File: src/rtl/tteh_pkg.sv
`default_nettype none

package tteh_pkg;

	localparam int KEY_W = 64;
	localparam int ENG_W = 4;
	localparam int DL_W  = 49;
	localparam int TTL_W = 40;
	localparam int NOW_W = 48;
	localparam int CMD_W = 3;
	localparam int BUD_W = 6;
	localparam int SEC_W = 31;
	localparam int ENT_W = KEY_W + ENG_W + DL_W;

	localparam logic [31:0] FNV_OFFSET = 32'd2166136261;
	localparam logic [31:0] FNV_PRIME  = 32'd16777619;
	localparam logic [9:0] MS_PER_S    = 10'd1000;
	localparam logic [SEC_W-1:0] TTL_SAT = '1;

	localparam logic [CMD_W-1:0] CMD_SET     = 3'd0;
	localparam logic [CMD_W-1:0] CMD_DELETE  = 3'd1;
	localparam logic [CMD_W-1:0] CMD_EXPIRED = 3'd2;
	localparam logic [CMD_W-1:0] CMD_TTL     = 3'd3;
	localparam logic [CMD_W-1:0] CMD_SWEEP   = 3'd4;

	localparam logic [1:0] ST_OK       = 2'd0;
	localparam logic [1:0] ST_NOTFOUND = 2'd1;
	localparam logic [1:0] ST_EXPIRED  = 2'd2;
	localparam logic [1:0] ST_REJECT   = 2'd3;

	typedef struct packed {
		logic [1:0]       status;
		logic [SEC_W-1:0] ttl_seconds;
		logic             expired_flag;
		logic [ENG_W-1:0] removed_engine;
		logic [KEY_W-1:0] removed_key;
		logic [BUD_W-1:0] removed_count;
		logic             is_removal;
		logic             last;
	} rsp_t;

	// Bytes from the first zero byte upwards, and beyond the key length, are cleared.
	function automatic logic [KEY_W-1:0] norm_key(input logic [KEY_W-1:0] k, input int nbytes);
		logic [KEY_W-1:0] r;
		logic stop;
		r = '0;
		stop = 1'b0;
		for (int i = 0; i < 8; i++) begin
			if (i >= nbytes || k[8*i +: 8] == 8'd0) stop = 1'b1;
			if (!stop) r[8*i +: 8] = k[8*i +: 8];
		end
		return r;
	endfunction

endpackage

`default_nettype wire

File: src/rtl/tteh_div.sv
`default_nettype none

module tteh_div import tteh_pkg::*; (
	input  wire logic            clk,
	input  wire logic            arst_n,
	input  wire logic            start,
	input  wire logic [DL_W-1:0] dividend,
	output logic                 done,
	output logic [SEC_W-1:0]     seconds
);
	// The quotient by 1000 is the quotient of (d >> 3) by 125, taken as a multiply by 2^45 / 125
	// rounded up. That is exact for the 38 bits left whenever the result does not saturate.
	// The product is built from four partial products, one a cycle.
	localparam logic [38:0] RECIP = 39'd281474976711;
	localparam logic [DL_W-1:0] SAT_MS = DL_W'(MS_PER_S) * DL_W'(TTL_SAT);

	typedef enum logic [1:0] {D_IDLE, D_MUL, D_REM, D_FIN} dstate_t;

	dstate_t          state_q;
	logic [DL_W-1:0]  d_q;
	logic [1:0]       step_q;
	logic [79:0]      acc_q;
	logic [SEC_W-1:0] q_q;

	logic [37:0]     x;
	logic [18:0]     xpart;
	logic [19:0]     mpart;
	logic [38:0]     pp;
	logic [79:0]     term;
	logic [DL_W-1:0] qk;
	logic            sat;

	always_comb begin
		x = d_q[40:3];
		xpart = step_q[0] ? x[37:19] : x[18:0];
		mpart = step_q[1] ? {1'b0, RECIP[38:20]} : RECIP[19:0];
		pp = {20'd0, xpart} * {19'd0, mpart};
		case (step_q)
			2'd0: term = {41'd0, pp};
			2'd1: term = {22'd0, pp, 19'd0};
			2'd2: term = {21'd0, pp, 20'd0};
			default: term = {2'd0, pp, 39'd0};
		endcase
		qk = (DL_W'(q_q) << 10) - (DL_W'(q_q) << 5) + (DL_W'(q_q) << 3);
		sat = d_q > SAT_MS;
	end

	always_ff @(posedge clk or negedge arst_n) begin
		if (!arst_n) begin
			state_q <= D_IDLE;
			done <= 1'b0;
		end else begin
			done <= 1'b0;
			case (state_q)
				D_IDLE: begin
					if (start) begin
						d_q <= dividend;
						acc_q <= '0;
						step_q <= '0;
						state_q <= D_MUL;
					end
				end
				D_MUL: begin
					acc_q <= acc_q + term;
					step_q <= step_q + 2'd1;
					if (step_q == 2'd3) state_q <= D_REM;
				end
				D_REM: begin
					q_q <= acc_q[75:45];
					state_q <= D_FIN;
				end
				D_FIN: begin
					// Round up on any remainder, then saturate.
					seconds <= sat ? TTL_SAT : q_q + SEC_W'(d_q != qk);
					done <= 1'b1;
					state_q <= D_IDLE;
				end
				default: state_q <= D_IDLE;
			endcase
		end
	end
endmodule

`default_nettype wire

File: config.mk
export PLATFORM = sky130hd
export DESIGN_NAME = tteh_div
export DESIGN_NICKNAME = d
export VERILOG_FILES = /design/src/rtl/tteh_pkg.sv /design/src/rtl/tteh_div.sv
export SDC_FILE = /design/constraint.sdc
export NUM_CORES = 1
export LEC_CHECK = 0
export CAP_MARGIN = 25
export CORE_MARGIN = 2
export CORE_UTILIZATION = 30
export DETAILED_ROUTE_END_ITERATION = 10
export DONT_BUFFER_PORTS = 1
export GPL_ROUTABILITY_DRIVEN = 1
export PLACE_DENSITY_LB_ADDON = 0.3
export SYNTH_ARGS = -nofsm -noshare
export SYNTH_HDL_FRONTEND = slang
export SYNTH_SLANG_ARGS = --single-unit
File: constraint.sdc
create_clock -name clk -period 9.8 [get_ports clk]
set_clock_uncertainty 0.2 [all_clocks]
set_input_delay 1.47 -clock clk [delete_from_list [all_inputs] [get_ports clk]]
set_output_delay 1.47 -clock clk [all_outputs]
set_load 0.05 [all_outputs]
==> results of run 1 <==
kinds of logic (layout without fill, tap and decap cells):
logic type | Yosys count | count (layout) | share of synthesized area (%)
fa+ha+maj | 504 | 504 | 30.3
compound gates | 631 | 631 | 16.3
xor+xnor | 204 | 204 | 7.11
flops | 192 | 192 | 22.5
other cells | 2 | 20 | 0.0294
simple gates | 795 | 795 | 15.0
mux | 30 | 30 | 1.23
buf+inv | 509 | 744 | 7.57
cell type report:
cell class                 instances  area, sq um
clock buffer                      18          429
multi-input combinational       2180        18700
tap                             1134         1420
timing repair buffer             287         2240
clock inverter                    14          170
inverter                         425         1600
sequential                       192         5750
fill                            8604        53600
antenna                            4         10.0
layout by cell type (no fill, tap or decap), types with 63 or more instances in the layout:
cell / n
fa_1: 185
xnor2_1: 130
a21o_1: 86
nand2_1: 169
edfxtp_1: 189
ha_1: 298
nor2_1: 247
o21ai_0: 88
xor2_1: 63
inv_1: 412
a21oi_1: 161
buf_4: 277
final timing paths:
path / end / slack (ns) / depth (start not counted)
max in group asynchronous: state_q[0]$_DFFE_PN0P_ / 8.87 / 0
setup reg to reg: acc_q[71]$_SDFFCE_PN0P_ / 0.35 / 41
hold / removal: q_q[25]$_DFFE_PP_ / 0.28 / 0
hold reg to reg: q_q[25]$_DFFE_PP_ / 0.28 / 0
min in group asynchronous: done$_DFF_PN0_ / 0.46 / 0
setup / recovery: acc_q[71]$_SDFFCE_PN0P_ / 0.35 / 41
metrics by stage:
stage	utilization (%)	cells	instance area [sq um]	setup WS [ns]	TNS, ns
after floorplan	-	2881	25600	0.200	0
after global placement	34.2	4197	28700	-0.101	-0.484
after detailed placement	34.2	4197	28700	-0.191	-1.32
after CTS	35.0	4230	29400	0.00196	0
after global routing	36.1	4251	30300	-0.0945	-0.273
final	36.1	4254	30300	0.347	0
state kept, by name, indices dropped and copies added (netlist names):
name / count
state_q: 2
step_q: 2
q_q: 31
seconds: 31
done: 1
d_q: 49
acc_q: 76
routing by layer:
| metal | track usage [%] | share of wire (%) | vias up | wire length [um] |
|---|---|---|---|---|
| li1 | - | - | 10400 | - |
| met1 | 25.7 | 47 | 10300 | 37700 |
| met2 | 29.6 | 45 | 508 | 36500 |
| met3 | 2.73 | 5.0 | 87 | 4020 |
| met4 | 5.29 | 2.7 | 0 | 2190 |
| met5 | 0 | 0 | - | 0 |
worst reg2reg max path, delay by kind of cell (launching register included):
kind | cells | cell delay [ns]
adder cells (fa/ha/maj) | 8 | 3.70
AO/OA/AOI/OAI | 11 | 1.84
AND/OR/NAND/NOR | 9 | 1.40
buffers and inverters | 10 | 1.21
flip-flops | 1 | 0.43
XOR/XNOR | 2 | 0.26
multiplexers | 1 | 0.12
repair_timing:
item                       in CTS  in global routing
setup endpoints to repair      17                 40
buffers inserted                1                 20
hold buffers                    0                  0
cloned                          0                  1
pin swaps                       2                 83
gates resized for setup        21                172
==> metrics, run 1 <==
status=finished, final reports clean; Hold Path Class=flop to flop; Seq/Total Area, Yosys=22.5%; Slew @ Worst Pin=1.04 ns; area leader, netlist=edfxtp_1; Final GP Congestion=0.946; fmax=106 MHz; Rows=106; Die Y=296 um; initial antenna violation count=4; largest net degree at the start of global routing=71; final slew viol count=0; die width=approximately 300 um; detail-routed net length per standard cell=~19 um; Worst slew margin=between 20% and 30%; vias in the first global route=21000; worst skew pair latency=0.51 ns; initial core utilization=30.4%; slowest CP cell=fa_1; GR Overflow Total=0; area share of the largest cell type after synthesis=22.2%; CP Max Fanout=7; core area=between 80000 and 90000 sq um; vias=21400; die area=87500 sq um; CTS tree=yes; Max Root-Sink Buffers=2; CP startpoint=step_q[0]$_SDFFCE_PN0P_; max cap viols=0; CTS H-tree lvls=4; #FFs+latches synth=192; Syn Std Cell Area=~26000 sq um; CP required=slightly below 10 ns; Area Overhead vs Synth=18.8%; mean post-synth cell area=8.91 sq um; FFs w/ async S/R, synth=1.56%; Worst path most repeated cell=fa_1; count leader, synth=inv_1; clock slew at reported path FFs=0.10 ns; Yosys cell types=88; minimum clock period=9.45 ns; share of layout cells above drive strength 1=between 10% and 20%; worst stage delay on the critical path=between 0.5 and 0.6 ns; IO Count=84; critical path's top delay family=adder cells; synth warn=0; overall routed net length=80400 um; root buffer cell=clkbuf_16; top cells by area, synth=edfxtp_1, ha_1, fa_1, inv_1, xnor2_1; Buf+Inv Stages, Crit Path=10; fin crit share=96.5%; EDFF count, synth=189; Buffers on Ports=0; 1st-pass router iterations=6; DR vias/cell=about 5.0; Num CTS Buffers=17; Starting DRT DRC Count=1347; Crit Path Category=flop to flop; DR DRC count=0; RR Startpoint=step_q[0]$_SDFFCE_PN0P_; DP HPWL=67100 um; Global Route Usage Sum=approximately 18%; Setup crit start kind=flop; Antenna Violating Nets Remaining=0; WHS=0.277 ns; final setup vio count=0; Layout Nets=3659; hold path start=acc_q[70]$_SDFFCE_PN0P_; Setup crit end kind=flop; clock sinks=192; global-route wire length before repair=between 100000 and 150000 um; Mapped Cells=between 2000 and 3000; Post-synth top flop=edfxtp_1; crit path DAT=9.48 ns; top cells by count, synth=inv_1, ha_1, nor2_1; Fin. Hold Viols=0
Power of run 1 is not shown: default switching activity piles up to over one toggle a cycle in this logic, so the estimate is an artifact.
==> inputs of run 2 (changes only) <==
Settings changed: RECOVER_POWER from default to 50.
==> metrics, run 2 (synthesis results as in run 1) <==
Hold EP=q_q[25]$_DFFE_PP_; Worst path most repeated cell=fa_1; Layout Nets=approximately 3700; most frequent cells in the layout=inv_1, ha_1, buf_4; final setup vio count=0; commonest non-fill, non-tap cell in the layout=inv_1; clock sinks=192; final slew viol count=128; worst stage delay on the critical path=0.57 ns; CP Max Fanout=7; Buf+Inv Stages, Crit Path=10; DP HPWL=67100 um; CTS H-tree lvls=4; Biggest register=acc_q; Antenna Violating Nets Remaining=0; r2r setup slk=about 0.34 ns; fmax=around 110 MHz; root buffer cell=clkbuf_16; DR vias/cell=5.03; Final GP Congestion=between 0.9 and 1; 1st-pass router iterations=7; Num CTS Buffers=17; WHS Path Cells=0; max cap viols=4; vias in the first global route=~21000; vias=21400; max reg flops=76; worst reg2reg endpoint=acc_q[71]$_SDFFCE_PN0P_; initial antenna violation count=4; die area=87500 sq um; Crit Path Category=flop to flop; Die Y=~300 um; die width=296 um; worst skew pair latency=0.51 ns; CTS tree=yes; Global Route Usage Sum=18.5%; initial core utilization=around 30%; worst reg2reg path depth=41; hold path start=acc_q[70]$_SDFFCE_PN0P_; CP startpoint=step_q[0]$_SDFFCE_PN0P_; GR Overflow Total=0; Slew @ Worst Pin=2.92 ns; Setup crit end kind=flop; slowest CP cell=fa_1; CP required=between 9 and 10 ns; RR Startpoint=step_q[0]$_SDFFCE_PN0P_; IO Count=84; Setup crit start kind=flop; design area=30300 sq um; Fin. Hold Viols=0; largest net degree at the start of global routing=71; DP Area=28700 sq um; WHS=0.277 ns; Buffers on Ports=0; Area Overhead vs Synth=18.7%; biggest regs=acc_q (76), d_q (49); DR DRC count=0; Hold Path Class=flop to flop; crit path DAT=around 9.5 ns; Worst slew margin=-94.9%; fin crit share=96.6%; Max Root-Sink Buffers=2; critical path's top delay family=adder cells; status=finished with violations; global-route wire length before repair=124000 um; core area=84000 sq um; minimum clock period=9.46 ns; clock slew at reported path FFs=about 0.1 ns; detail-routed net length per standard cell=18.9 um; Rows=106; overall routed net length=approximately 80000 um; share of layout cells above drive strength 1=15.6%; Starting DRT DRC Count=1416; failing checks=capacitance limit, slew limit
==> run 2: how the worst max path moves through the flow <==
stage / cells past startpoint / endpoint
CTS: 42 / acc_q[71]$_SDFFCE_PN0P_
detailed placement: 42 / acc_q[71]$_SDFFCE_PN0P_
floorplan: 38 / acc_q[71]$_SDFFCE_PN0P_
global route: 44 / acc_q[71]$_SDFFCE_PN0P_
global placement: 42 / acc_q[71]$_SDFFCE_PN0P_
finish: 41 / acc_q[71]$_SDFFCE_PN0P_
==> run 2: repair_timing <==
action / in CTS / in global routing
hold buffers: 0 / 0
buffers inserted: 1 / 20
gates resized for setup: 21 / 172
pin swaps: 2 / 83
hold endpoints to repair: 0 / 0
cloned: 0 / 1
setup endpoints to repair: 17 / 40
==> run 2: area by class of cell <==
cell class                 count  area, sq um
fill                        8606        53600
multi-input combinational   2180        18700
sequential                   192         5750
timing repair buffer         287         2220
inverter                     425         1600
tap                         1134         1420
clock buffer                  18          429
clock inverter                14          170
antenna                        3         7.51
==> run 2: stage by stage <==
step                utilization, %  worst slack (ns)  cells  TNS [ns]
global route                  36.1           -0.0945   4251    -0.273
CTS                           35.0           0.00196   4230         0
finish                        36.1             0.337   4253         0
global placement              34.2            -0.101   4197    -0.484
detailed placement            34.2            -0.191   4197     -1.32
floorplan                        -             0.200   2881         0
==> run 2: metal layers <==
metal  track usage (%)  up-vias  wire length, um
met3              2.73      103             4010
li1                  -    10400                -
met5                 0        -                0
met2              29.6      506            36400
met1              25.7    10300            37600
met4              5.29        0             2310
Power of run 2 is left out for the same reason.
